$ cat src/cfr_pkg.sv
// Package for the checksummed frame receiver: frame constants, parser phases,
// command type and queue status. Used by every module of the block.
`default_nettype none

package cfr_pkg;

    localparam logic [7:0] HDR1          = 8'hAA;
    localparam logic [7:0] HDR2          = 8'hAF;
    localparam logic [7:0] FUNC_LIMIT    = 8'hF1;
    localparam logic [7:0] ACK_TAG       = 8'hEF;
    localparam logic [7:0] ACK_LEN       = 8'h02;
    localparam logic [7:0] FUNC_ACK_LO   = 8'h10;
    localparam logic [7:0] FUNC_ACK_HI   = 8'h15;
    localparam logic [7:0] FUNC_REQUEST  = 8'h02;
    localparam logic [7:0] SUB_PID       = 8'h01;
    localparam logic [7:0] SUB_VERSION   = 8'hA0;
    localparam logic [7:0] LIMIT_RESET   = 8'd50;

    // Sum of the four fixed leading bytes of an acknowledgement.
    localparam logic [7:0] ACK_PREFIX_SUM = 8'(HDR1 + HDR1 + ACK_TAG + ACK_LEN);
    localparam logic [2:0] ACK_LAST_STEP  = 3'd6;

    localparam int CMD_DEPTH = 4;

    typedef enum logic [2:0] {
        PH_SYNC1   = 3'd0,
        PH_SYNC2   = 3'd1,
        PH_FUNC    = 3'd2,
        PH_LEN     = 3'd3,
        PH_PAYLOAD = 3'd4,
        PH_CSUM    = 3'd5
    } phase_t;

    typedef enum logic [1:0] {
        CMD_ACK     = 2'd0,
        CMD_PID     = 2'd1,
        CMD_VERSION = 2'd2
    } cmd_kind_t;

    typedef struct packed {
        cmd_kind_t  kind;
        logic [7:0] func;
        logic [7:0] sum;
    } cmd_t;

    typedef struct packed {
        logic full;
        logic empty;
    } queue_stat_t;

endpackage

`default_nettype wire

$ cat src/cfr_parser.sv
// Front end: accepts received bytes, tracks the frame phase and the running
// sum, and pushes one command per dispatched frame. Depends on cfr_pkg.
`default_nettype none

module cfr_parser (
    input  wire logic                 clk,
    input  wire logic                 rst_n,
    input  wire logic                 push,
    output logic                      full,
    input  wire logic [7:0]           rx_byte,
    input  wire logic                 cfg_we,
    input  wire logic [7:0]           cfg_wdata,
    input  wire cfr_pkg::queue_stat_t q_stat,
    output logic                      cmd_push,
    output cfr_pkg::cmd_t             cmd
);

    cfr_pkg::phase_t phase_reg, phase_next;
    logic [7:0] left_reg, left_next;
    logic [7:0] func_reg, func_next;
    logic [7:0] first_reg, first_next;
    logic       started_reg, started_next;
    logic [7:0] sum_reg, sum_next;
    logic [7:0] limit_reg;
    logic       accept;
    logic       is_ack, is_pid, is_ver;

    // Only a checksum byte can produce a command, so only then does a full
    // command queue hold off the sender.
    assign full   = q_stat.full && (phase_reg == cfr_pkg::PH_CSUM);
    assign accept = push && !full;

    assign is_ack = (func_reg >= cfr_pkg::FUNC_ACK_LO) && (func_reg <= cfr_pkg::FUNC_ACK_HI);
    assign is_pid = (func_reg == cfr_pkg::FUNC_REQUEST) && (first_reg == cfr_pkg::SUB_PID);
    assign is_ver = (func_reg == cfr_pkg::FUNC_REQUEST) && (first_reg == cfr_pkg::SUB_VERSION);

    always_comb
    begin
        phase_next   = phase_reg;
        left_next    = left_reg;
        func_next    = func_reg;
        first_next   = first_reg;
        started_next = started_reg;
        sum_next     = sum_reg;
        cmd_push     = 1'b0;
        cmd.func     = func_reg;
        cmd.sum      = sum_reg;
        if (is_ack)
        begin
            cmd.kind = cfr_pkg::CMD_ACK;
        end
        else if (is_pid)
        begin
            cmd.kind = cfr_pkg::CMD_PID;
        end
        else
        begin
            cmd.kind = cfr_pkg::CMD_VERSION;
        end

        if (accept)
        begin
            phase_next = cfr_pkg::PH_SYNC1;
            unique case (phase_reg)
                cfr_pkg::PH_SYNC1:
                begin
                    if (rx_byte == cfr_pkg::HDR1)
                    begin
                        phase_next = cfr_pkg::PH_SYNC2;
                        sum_next   = rx_byte;
                    end
                end
                cfr_pkg::PH_SYNC2:
                begin
                    if (rx_byte == cfr_pkg::HDR2)
                    begin
                        phase_next = cfr_pkg::PH_FUNC;
                        sum_next   = sum_reg + rx_byte;
                    end
                end
                cfr_pkg::PH_FUNC:
                begin
                    if (rx_byte < cfr_pkg::FUNC_LIMIT)
                    begin
                        phase_next = cfr_pkg::PH_LEN;
                        func_next  = rx_byte;
                        sum_next   = sum_reg + rx_byte;
                    end
                end
                cfr_pkg::PH_LEN:
                begin
                    if (rx_byte < limit_reg)
                    begin
                        phase_next   = cfr_pkg::PH_PAYLOAD;
                        left_next    = rx_byte;
                        started_next = 1'b0;
                        sum_next     = sum_reg + rx_byte;
                    end
                end
                cfr_pkg::PH_PAYLOAD:
                begin
                    // A zero length lands here with nothing left and drops the frame.
                    if (left_reg != 8'd0)
                    begin
                        if (!started_reg)
                        begin
                            first_next   = rx_byte;
                            started_next = 1'b1;
                        end
                        sum_next  = sum_reg + rx_byte;
                        left_next = left_reg - 8'd1;
                        phase_next = (left_reg == 8'd1) ? cfr_pkg::PH_CSUM
                                                        : cfr_pkg::PH_PAYLOAD;
                    end
                end
                cfr_pkg::PH_CSUM:
                begin
                    cmd_push = (rx_byte == sum_reg) && (is_ack || is_pid || is_ver);
                end
                default:
                begin
                    phase_next = cfr_pkg::PH_SYNC1;
                end
            endcase
        end
    end

    always_ff @(posedge clk or negedge rst_n)
    begin
        if (!rst_n)
        begin
            phase_reg   <= cfr_pkg::PH_SYNC1;
            left_reg    <= 8'd0;
            func_reg    <= 8'd0;
            first_reg   <= 8'd0;
            started_reg <= 1'b0;
            sum_reg     <= 8'd0;
            limit_reg   <= cfr_pkg::LIMIT_RESET;
        end
        else
        begin
            phase_reg   <= phase_next;
            left_reg    <= left_next;
            func_reg    <= func_next;
            first_reg   <= first_next;
            started_reg <= started_next;
            sum_reg     <= sum_next;
            if (cfg_we)
            begin
                limit_reg <= cfg_wdata;
            end
        end
    end

endmodule

`default_nettype wire

$ cat src/cfr_cmd_queue.sv
// Short command queue between the parser and the result emitter.
// Depends on cfr_pkg for the command and status types.
`default_nettype none

module cfr_cmd_queue #(
    parameter int DEPTH = cfr_pkg::CMD_DEPTH
) (
    input  wire logic          clk,
    input  wire logic          rst_n,
    input  wire logic          wr_en,
    input  wire cfr_pkg::cmd_t wr_data,
    input  wire logic          rd_en,
    output cfr_pkg::cmd_t      rd_data,
    output cfr_pkg::queue_stat_t stat
);

    localparam int AW = (DEPTH > 1) ? $clog2(DEPTH) : 1;
    localparam int CW = $clog2(DEPTH + 1);

    cfr_pkg::cmd_t mem [DEPTH];
    logic [AW-1:0] head_reg, tail_reg;
    logic [CW-1:0] count_reg;
    logic          do_wr, do_rd;

    assign stat.full  = (count_reg == CW'(DEPTH));
    assign stat.empty = (count_reg == '0);
    assign do_wr      = wr_en && !stat.full;
    assign do_rd      = rd_en && !stat.empty;
    assign rd_data    = mem[head_reg];

    always_ff @(posedge clk)
    begin
        if (do_wr)
        begin
            mem[tail_reg] <= wr_data;
        end
    end

    always_ff @(posedge clk or negedge rst_n)
    begin
        if (!rst_n)
        begin
            head_reg  <= '0;
            tail_reg  <= '0;
            count_reg <= '0;
        end
        else
        begin
            if (do_wr)
            begin
                tail_reg <= (tail_reg == AW'(DEPTH - 1)) ? '0 : tail_reg + AW'(1);
            end
            if (do_rd)
            begin
                head_reg <= (head_reg == AW'(DEPTH - 1)) ? '0 : head_reg + AW'(1);
            end
            if (do_wr && !do_rd)
            begin
                count_reg <= count_reg + CW'(1);
            end
            else if (do_rd && !do_wr)
            begin
                count_reg <= count_reg - CW'(1);
            end
        end
    end

endmodule

`default_nettype wire

$ cat src/cfr_emitter.sv
// Back end: takes commands from the queue and presents their results one at a
// time, seven bytes for an acknowledgement. Depends on cfr_pkg.
`default_nettype none

module cfr_emitter (
    input  wire logic                 clk,
    input  wire logic                 rst_n,
    input  wire cfr_pkg::cmd_t        q_data,
    input  wire cfr_pkg::queue_stat_t q_stat,
    output logic                      q_pop,
    output logic                      empty,
    input  wire logic                 pop,
    output logic                      kind,
    output logic [7:0]                ack_byte,
    output logic                      pid_request,
    output logic                      version_request,
    output logic                      last
);

    cfr_pkg::cmd_t cmd_reg, cmd_next;
    logic [2:0]    step_reg, step_next;
    logic          busy_reg, busy_next;
    logic          done, taken;
    logic [7:0]    ack_value;
    logic [7:0]    ack_check;
    logic          is_ack_cmd;

    assign is_ack_cmd = (cmd_reg.kind == cfr_pkg::CMD_ACK);

    assign done  = !is_ack_cmd || (step_reg == cfr_pkg::ACK_LAST_STEP);
    assign taken = busy_reg && pop;
    assign q_pop = (!busy_reg || (taken && done)) && !q_stat.empty;

    assign ack_check = cfr_pkg::ACK_PREFIX_SUM + cmd_reg.func + cmd_reg.sum;

    always_comb
    begin
        unique case (step_reg)
            3'd0, 3'd1: ack_value = cfr_pkg::HDR1;
            3'd2:       ack_value = cfr_pkg::ACK_TAG;
            3'd3:       ack_value = cfr_pkg::ACK_LEN;
            3'd4:       ack_value = cmd_reg.func;
            3'd5:       ack_value = cmd_reg.sum;
            default:    ack_value = ack_check;
        endcase
    end

    assign empty           = !busy_reg;
    assign kind            = !is_ack_cmd;
    assign ack_byte        = is_ack_cmd ? ack_value : 8'd0;
    assign pid_request     = (cmd_reg.kind == cfr_pkg::CMD_PID);
    assign version_request = (cmd_reg.kind == cfr_pkg::CMD_VERSION);
    assign last            = done;

    always_comb
    begin
        cmd_next  = cmd_reg;
        step_next = step_reg;
        busy_next = busy_reg;
        if (q_pop)
        begin
            cmd_next  = q_data;
            step_next = 3'd0;
            busy_next = 1'b1;
        end
        else if (taken && done)
        begin
            busy_next = 1'b0;
        end
        else if (taken)
        begin
            step_next = step_reg + 3'd1;
        end
    end

    always_ff @(posedge clk)
    begin
        cmd_reg <= cmd_next;
    end

    always_ff @(posedge clk or negedge rst_n)
    begin
        if (!rst_n)
        begin
            step_reg <= 3'd0;
            busy_reg <= 1'b0;
        end
        else
        begin
            step_reg <= step_next;
            busy_reg <= busy_next;
        end
    end

endmodule

`default_nettype wire

$ cat src/checksummed_frame_receiver.sv
// Top level of the checksummed frame receiver: parser, command queue and
// result emitter. Depends on cfr_pkg, cfr_parser, cfr_cmd_queue, cfr_emitter.
//
// Usage. Received bytes enter on rx_byte through a queue-style request port:
// a byte is taken at a clock edge where push is high and full is low. Bytes
// are taken one per cycle unless full; full rises only while the parser
// waits for a checksum byte and the command queue (CMD_DEPTH entries) is full.
// Results leave through a queue-style port: while empty is low the oldest
// result is on kind, ack_byte, pid_request, version_request and last, and it
// is taken at an edge where pop is high. A valid acknowledgement frame yields
// seven results, a valid request frame yields one; last marks the final one.
// The first result of a frame shows once its command has passed through
// the command queue into the emitter. The emitter gives one result per
// cycle while pop is high, so an acknowledgement holds the output side for
// its seven results; the command queue lets the parser keep taking bytes
// meanwhile. When the receiver stops popping, results wait on the port and
// later commands collect in the queue. The length limit is written through
// cfg_we and cfg_wdata while idle. Reset clears the parser to wait for a
// header, empties both sides and sets the length limit to 50.
`default_nettype none

module checksummed_frame_receiver #(
    parameter int CMD_DEPTH = cfr_pkg::CMD_DEPTH
) (
    input  wire logic       clk,
    input  wire logic       rst_n,
    input  wire logic       push,
    output logic            full,
    input  wire logic [7:0] rx_byte,
    input  wire logic       cfg_we,
    input  wire logic [7:0] cfg_wdata,
    output logic            empty,
    input  wire logic       pop,
    output logic            kind,
    output logic [7:0]      ack_byte,
    output logic            pid_request,
    output logic            version_request,
    output logic            last
);

    cfr_pkg::cmd_t        wr_cmd;
    cfr_pkg::cmd_t        rd_cmd;
    cfr_pkg::queue_stat_t q_stat;
    logic                 cmd_push;
    logic                 cmd_pop;

    // Front end: frame parsing and the length limit register.
    cfr_parser u_parser (
        .clk       (clk),
        .rst_n     (rst_n),
        .push      (push),
        .full      (full),
        .rx_byte   (rx_byte),
        .cfg_we    (cfg_we),
        .cfg_wdata (cfg_wdata),
        .q_stat    (q_stat),
        .cmd_push  (cmd_push),
        .cmd       (wr_cmd)
    );

    // Decouples frame parsing from result delivery.
    cfr_cmd_queue #(
        .DEPTH (CMD_DEPTH)
    ) u_queue (
        .clk     (clk),
        .rst_n   (rst_n),
        .wr_en   (cmd_push),
        .wr_data (wr_cmd),
        .rd_en   (cmd_pop),
        .rd_data (rd_cmd),
        .stat    (q_stat)
    );

    // Back end: expands each command into its results.
    cfr_emitter u_emitter (
        .clk             (clk),
        .rst_n           (rst_n),
        .q_data          (rd_cmd),
        .q_stat          (q_stat),
        .q_pop           (cmd_pop),
        .empty           (empty),
        .pop             (pop),
        .kind            (kind),
        .ack_byte        (ack_byte),
        .pid_request     (pid_request),
        .version_request (version_request),
        .last            (last)
    );

endmodule

`default_nettype wire

$ cat config.mk
export PLATFORM = sky130hd
export DESIGN_NAME = checksummed_frame_receiver
export DESIGN_NICKNAME = d
export VERILOG_FILES = /design/src/cfr_pkg.sv /design/src/cfr_parser.sv /design/src/cfr_cmd_queue.sv /design/src/cfr_emitter.sv /design/src/checksummed_frame_receiver.sv
export SDC_FILE = /design/constraint.sdc
export NUM_CORES = 1
export LEC_CHECK = 0
export ABC_CLOCK_PERIOD_IN_PS = 3000
export BUFFER_PORTS_ARGS = -buffer_cell sky130_fd_sc_hd__buf_4
export CAP_MARGIN = 25
export CELL_PAD_IN_SITES_DETAIL_PLACEMENT = 1
export CELL_PAD_IN_SITES_GLOBAL_PLACEMENT = 1
export CORE_ASPECT_RATIO = 1.5
export CORE_MARGIN = 5
export CORE_UTILIZATION = 46
export DETAILED_ROUTE_END_ITERATION = 7
export PLACE_DENSITY = 0.85
export SYNTH_ARGS = -nofsm -noshare
export SYNTH_HDL_FRONTEND = slang
export SYNTH_SLANG_ARGS = --single-unit
$ cat constraint.sdc
create_clock -name clk -period 3 [get_ports clk]
set_input_delay 0.3 -clock clk [delete_from_list [all_inputs] [get_ports clk]]
set_output_delay 0.3 -clock clk [all_outputs]
set_load 0.05 [all_outputs]
==> results.tsv, run 1 <==
stage	metric	value	unit
outcome	status	finished, final reports clean	
hold_path	min-delay-path-class	in -> reg	
clock_tree	cts_tree	done	
finish	antenna_cells	0	
power_and_ir_drop	p_leak	3.40	nW
die	rows	55	
power_and_ir_drop	peakVddDrop	0.516	mV
die	start_util	47.0	%
worst_setup_path	end_kind	primary output	
finish	stdcell_area	8480	sq um
grt	grt_max_degree	56	
routing	drt_iter0_markers	270	
logic_synthesis	netlist_area	7120	sq um
sta	slew_viol_final	0	
clock_tree	root_buffer	clkbuf_16	
die	core_area	15100	sq um
hold_path	hold_path_end	u_parser.limit_reg[2]	
finish	final_common_cell	edfxtp_1	
finish	area_growth_syn_to_layout	19.2	%
sta	rsz0062_at_grt	yes	
worst_setup_path	worst_path_max_delay_cell	edfxtp_1	
place	port_buffers	34	
sta	slew-limit-headroom	41.4	%
clock_tree	clock_sinks	145	
grt	top_usage_layer	met2	
worst_setup_path	reg2regPathDepth	12	
logic_synthesis	synth_edf_count	90	
logic_synthesis	synth_area_per_cell	12.9	sq um
place	place_area	7680	sq um
grt	use_met2	40.0	%
finish	drive_gt1_share	27.9	%
clock_tree	htreeDepth	4	
sta	tightest_slew	0.878	ns
sta	finalHoldViolations	0	
routing	wl_per_cell	22.9	um
die	die_y	162	um
grt	grt_pass1_wl	29500	um
sta	skew	0.0116	ns
sta	max_clock_freq	335	MHz
grt	use_met1	22.6	%
grt	overflow	0	
worst_setup_path	worstPathRequired	2.70	ns
clock_tree	clk_pin_slew_worst_paths	0.07	ns
grt	grt_pass1_vias	5464	
logic_synthesis	synth-main-ff-cell	edfxtp_1	
power_and_ir_drop	pwr_density_cell	1000	nW/um^2
clock_tree	clockBufferDepth	2	
finish	nets	673	
sta	period_share	99.4	%
worst_setup_path	r2r-start	u_parser.func_reg[7]	
sta	period_minus_slack	2.98	ns
worst_setup_path	r2r_end	u_queue.count_reg[2]	
die	ios	35	
die	die_area	18100	sq um
clock_tree	clk_latency	0.43	ns
logic_synthesis	async_flop_share	37.9	%
logic_synthesis	ys_ff_latch	145	
run	drv_cap	0	
clock_tree	cts_buffers	17	
logic_synthesis	synthCells	553	
logic_synthesis	synth_fp_nets	616	
routing	dr_total_vias	4904	
grt	grt_antenna_before_repair	0	
logic_synthesis	yosysSeqAreaShare	57.4	%
worst_setup_path	cp_cell_sequence	ha_1 > ha_2 > inv_2 > fa_2 > nor2b_2 > o21ai_2 > a21oi_2 > o21a_1 > o311ai_1 > a21oi_1 > buf_4	
power_and_ir_drop	power.total	8.51	mW
die	die_w	112	um
finish	largest_reg_flops	72	
worst_setup_path	arrival	2.68	ns
routing	routed_wirelength	18800	um
worst_setup_path	regToRegSetupSlack	0.15	ns
routing	route.detailed.drc	0	
hold_path	hold_depth	3	
worst_setup_path	cpPeakStageDelay	0.40	ns
routing	antenna_left	0	
sta	setup_viol_count_final	0	
logic_synthesis	ys_types	54	
grt	grt_usage	21.1	%
grt	grtUsageMet3	4.10	%
routing	viasPerCell	5.97	
logic_synthesis	yosysWarnings	0	
finish	mostFrequentLayoutCells	90 x edfxtp_1, 56 x buf_4, 50 x dfrtp_1, 43 x nand2_1, 41 x inv_1	
hold_path	min_from	cfg_wdata[2]	
place	place_congestion	0.877	
routing	drtPass1Iterations	5	
worst_setup_path	crit_type	reg -> out	
worst_setup_path	path_max_fanout	2	
place	hpwlAfterDp	12600	um
worst_setup_path	start_kind	register	
[stage by stage]
stage / worst slack [ns] / TNS, ns / instances / hold WS [ns] / utilization, %
2_1_floorplan: 0.0456 / 0 / 553 / 0.00441 / -
3_3_place_gp: 0.230 / 0 / 782 / 0.403 / 50.7
3_5_place_dp: -0.112 / -0.112 / 782 / 0.419 / 50.7
4_1_cts: -0.00999 / -0.00999 / 817 / 0.0747 / 55.3
5_1_grt: -0.125 / -0.354 / 822 / 0.0830 / 56.0
6_report: 0.0190 / 0 / 822 / 0.0894 / 56.0
[synthesized netlist by cell type (all sizes together) (6+ instances only)]
cell type,instances,area [sq um]
a211oi,6,45.0
a21o,8,60.1
a21oi,20,100
a221oi,6,52.6
a22o,11,96.3
clkbuf,16,60.1
dfrtp,52,1300
edfxtp,90,2700
ha,39,488
inv,45,169
mux2,26,293
mux4,18,405
nand2,43,161
nand3,6,30.0
nor2,31,119
nor3,14,70.1
o21ai,33,165
xnor2,9,78.8
[final cells by class]
type                            instances  area, sq um
Tap cell                              199          249
Timing Repair Buffer                   59          453
Clock inverter                         15          188
Inverter                               45          171
Fill cell                            1525         6660
Sequential cell                       145         4090
Multi-Input combinational cell        342         2910
Clock buffer                           17          425
[how the worst max path moves through the flow]
| stage | startpoint | endpoint | cells after the start |
|---|---|---|---|
| 2_1_floorplan | u_emitter.cmd_reg[1] | ack_byte[7] | 10 |
| 3_3_place_gp | u_parser.func_reg[3] | u_queue.count_reg[2] | 12 |
| 3_5_place_dp | u_parser.func_reg[3] | u_queue.count_reg[2] | 12 |
| 4_1_cts | u_emitter.cmd_reg[1] | ack_byte[7] | 11 |
| 5_1_grt | u_emitter.cmd_reg[1] | ack_byte[5] | 11 |
| 6_report | u_emitter.cmd_reg[1] | ack_byte[7] | 11 |
[power breakdown]
group          internal (mW)  switching, mW
logic                   1.40           1.74
registers               2.67          0.519
clock network           1.27          0.919
[per-layer routing]
layer	wire, um	vias to the layer above
met4	726	0
met2	10500	166
met5	0	-
met3	710	65
met1	6920	2494
li1	-	2179
[critical path: cells and delay by family (launching register included)]
family / cells / cell delay, ns
AO/OA/AOI/OAI: 5 / 0.62
adder cells (fa/ha/maj): 3 / 0.84
buffers and inverters: 2 / 0.26
flip-flops: 1 / 0.40
AND/OR/NAND/NOR: 1 / 0.13
[timing repair]
| item | CTS | global route |
|---|---|---|
| resized for setup | 16 | 16 |
| hold buffers | 1 | 0 |
| pin swaps | 6 | 13 |
| endpoints found under the setup margin | 6 | 4 |
| hold endpoints to repair | 52 | 0 |
| setup buffers | 2 | 5 |
[cells by family after synthesis]
kind of cell,after synthesis,share of synthesized area [%]
DFF,145,57.4
AOI/OAI and AO/OA,111,10.6
and+or+nand+nor,129,8.79
buffers and inverters,66,3.71
adders and majority gates,42,7.70
xor gates and xnor gates,14,1.72
muxes,46,10.1
(Power assumes the default switching activity.)
==> run 2: changes to the inputs <==
--- a/config.mk
+++ b/config.mk
@@ -5,16 +5,16 @@
 export SDC_FILE = /design/constraint.sdc
 export NUM_CORES = 1
 export LEC_CHECK = 0
-export ABC_CLOCK_PERIOD_IN_PS = 3000
+export ABC_CLOCK_PERIOD_IN_PS = 3500
 export BUFFER_PORTS_ARGS = -buffer_cell sky130_fd_sc_hd__buf_4
 export CAP_MARGIN = 25
 export CELL_PAD_IN_SITES_DETAIL_PLACEMENT = 1
 export CELL_PAD_IN_SITES_GLOBAL_PLACEMENT = 1
 export CORE_ASPECT_RATIO = 1.5
 export CORE_MARGIN = 5
-export CORE_UTILIZATION = 46
+export CORE_UTILIZATION = 47
 export DETAILED_ROUTE_END_ITERATION = 7
-export PLACE_DENSITY = 0.85
+export PLACE_DENSITY = 0.84
 export SYNTH_ARGS = -nofsm -noshare
 export SYNTH_HDL_FRONTEND = slang
 export SYNTH_SLANG_ARGS = --single-unit
==> constraint.sdc (replaced) <==
create_clock -name clk -period 3.5 [get_ports clk]
set_input_delay 0.35 -clock clk [delete_from_list [all_inputs] [get_ports clk]]
set_output_delay 0.35 -clock clk [all_outputs]
set_load 0.05 [all_outputs]
==> run 2 against run 1 <==
Against the previous run:
- the flow now finishes with violations (negative hold slack)
- core utilization fell by 1.1 points
- wire length fell by 5.3%
- global-route usage fell by 0.27 points
- register-to-register slack improved by 0.07 ns
- via count fell by 2.6%
- hold slack got worse by 0.098 ns
- total power fell by 18%
- first-iteration DRC count rose by 8.1%
- non-clock buffer count fell by 15
- clock power fell by 13%
- sequential share of layout area rose by 1.4 points
- critical endpoint unchanged
- highest routed layer unchanged
==> results.tsv, run 2 (same netlist as run 1, synthesis figures left out) <==
stage	metric	value	unit
die	rows	55	
finish	area_growth_syn_to_layout	15.8	%
sta	setup_slack	0.197	ns
worst_setup_path	worstPathRequired	3.15	ns
routing	wl_per_cell	22.1	um
clock_tree	clock_sinks	145	
clock_tree	post-cts-setup-buffers	0	
die	start_util	47.4	%
sta	period_minus_slack	3.30	ns
clock_tree	cts_resized	0	
grt	grt_antenna_before_repair	0	
finish	stdcell_area	8240	sq um
clock_tree	cts_buffers	17	
worst_setup_path	path_max_fanout	2	
routing	drtPass1Iterations	5	
outcome	violations	negative hold slack	
power_and_ir_drop	p_leak	3.31	nW
sta	setup_viol_count_final	0	
finish	largest_reg_flops	72	
finish	utilization	54.9	%
routing	drt_iter0_markers	292	
worst_setup_path	end_kind	primary output	
sta	tightest_slew	0.871	ns
place	port_buffers	34	
finish	mostFrequentLayoutCells	90 x edfxtp_1, 52 x dfrtp_1, 45 x inv_1, 44 x buf_4, 43 x nand2_1	
place	place_congestion	0.853	
grt	grt_usage	20.9	%
routing	routed_wirelength	17800	um
sta	skew	0.00866	ns
place	dp_worst_setup_slack	0.309	ns
finish	nets	658	
outcome	status	complete, but fails checks	
routing	route.detailed.drc	0	
sta	period_share	94.4	%
die	die_w	110	um
run	drv_cap	0	
sta	slew-limit-headroom	41.9	%
routing	dr_total_vias	4778	
die	die_y	161	um
worst_setup_path	crit_type	reg -> out	
place	hpwlAfterDp	12100	um
finish	final_common_cell	edfxtp_1	
sta	setup_tns	0	ns
clock_tree	clk_latency	0.42	ns
clock_tree	clockBufferDepth	2	
grt	grt_max_degree	56	
die	die_area	17800	sq um
sta	slew_viol_final	0	
power_and_ir_drop	pwr_density_cell	852	nW/um^2
die	core_area	15000	sq um
clock_tree	root_buffer	clkbuf_16	
clock_tree	cts_hold_buf	0	
finish	drive_gt1_share	21.5	%
sta	finalHoldViolations	11	
clock_tree	cts_tree	done	
clock_tree	clk_pin_slew_worst_paths	0.06	ns
grt	grt_pass1_vias	5338	
place	place_area	7620	sq um
worst_setup_path	start_kind	register	
sta	max_clock_freq	303	MHz
die	ios	35	
finish	antenna_cells	0	
routing	viasPerCell	5.92	
hold_path	min-delay-path-class	in -> async	
worst_setup_path	arrival	2.95	ns
grt	overflow	0	
clock_tree	htreeDepth	4	
grt	grt_pass1_wl	28700	um
routing	antenna_left	0	
sta	hold-worst-slack	-0.00906	ns
power_and_ir_drop	peakVddDrop	0.478	mV
sta	rsz0062_at_grt	no	
-- run 2: final timing paths --
| kind | start | to | slack (ns) | cells after the start |
|---|---|---|---|---|
| setup / recovery | u_emitter.cmd_reg[1] | ack_byte[7] | 0.20 | 11 |
| hold / removal | rst_n | u_parser.limit_reg[7] | -0.009 | 1 |
| setup reg to reg | u_parser.func_reg[5] | u_queue.count_reg[2] | 0.22 | 12 |
| hold reg to reg | u_parser.first_reg[4] | u_parser.first_reg[4] | 0.52 | 1 |
| max in group asynchronous | rst_n | u_parser.sum_reg[0] | 3.00 | 1 |
| min in group clk | cfg_wdata[3] | u_parser.limit_reg[3] | 0.14 | 3 |
-- run 2: area by class of cell --
class	count	area (sq um)
multi-input combinational	342	2790
fill	1599	6760
inverter	45	169
sequential	145	4080
timing repair buffer	44	330
clock inverter	14	188
clock buffer	18	429
tap	199	249
-- run 2: where the power goes --
part / total (mW) / internal (mW) / switching, mW / leakage, nW
Sequential: 2.71 / 2.28 / 0.423 / 1.51
Combinational: 2.40 / 1.03 / 1.37 / 1.51
Clock: 1.91 / 1.19 / 0.719 / 0.289
-- run 2: routing by layer --
layer / share of wire [%] / vias to the layer above / global-route usage [%]
met5: 0 / - / 0
met4: 4.0 / 0 / 10.4
met3: 2.7 / 52 / 4.15
met2: 57 / 130 / 39.7
met1: 36 / 2459 / 21.5
li1: - / 2137 / -
-- run 2: critical path: stages, from the launching register on --
cell	delay [ns]
edfxtp_1	0.42
ha_1	0.34
ha_1	0.18
inv_1	0.06
fa_1	0.41
nor2b_1	0.14
o21ai_1	0.11
a21oi_2	0.19
nor3_1	0.07
o311ai_0	0.29
a21oi_1	0.11
buf_4	0.20
-- run 2: stage by stage --
| stage | total power, mW | cells | hold slack (ns) |
|---|---|---|---|
| after floorplan | 4.33 | 553 | 0.0544 |
| after global placement | 4.83 | 775 | 0.453 |
| after detailed placement | 5.07 | 775 | 0.469 |
| after CTS | 7.04 | 807 | 0.0119 |
| after global routing | 7.40 | 807 | 0.0416 |
| final | 7.02 | 807 | -0.00906 |
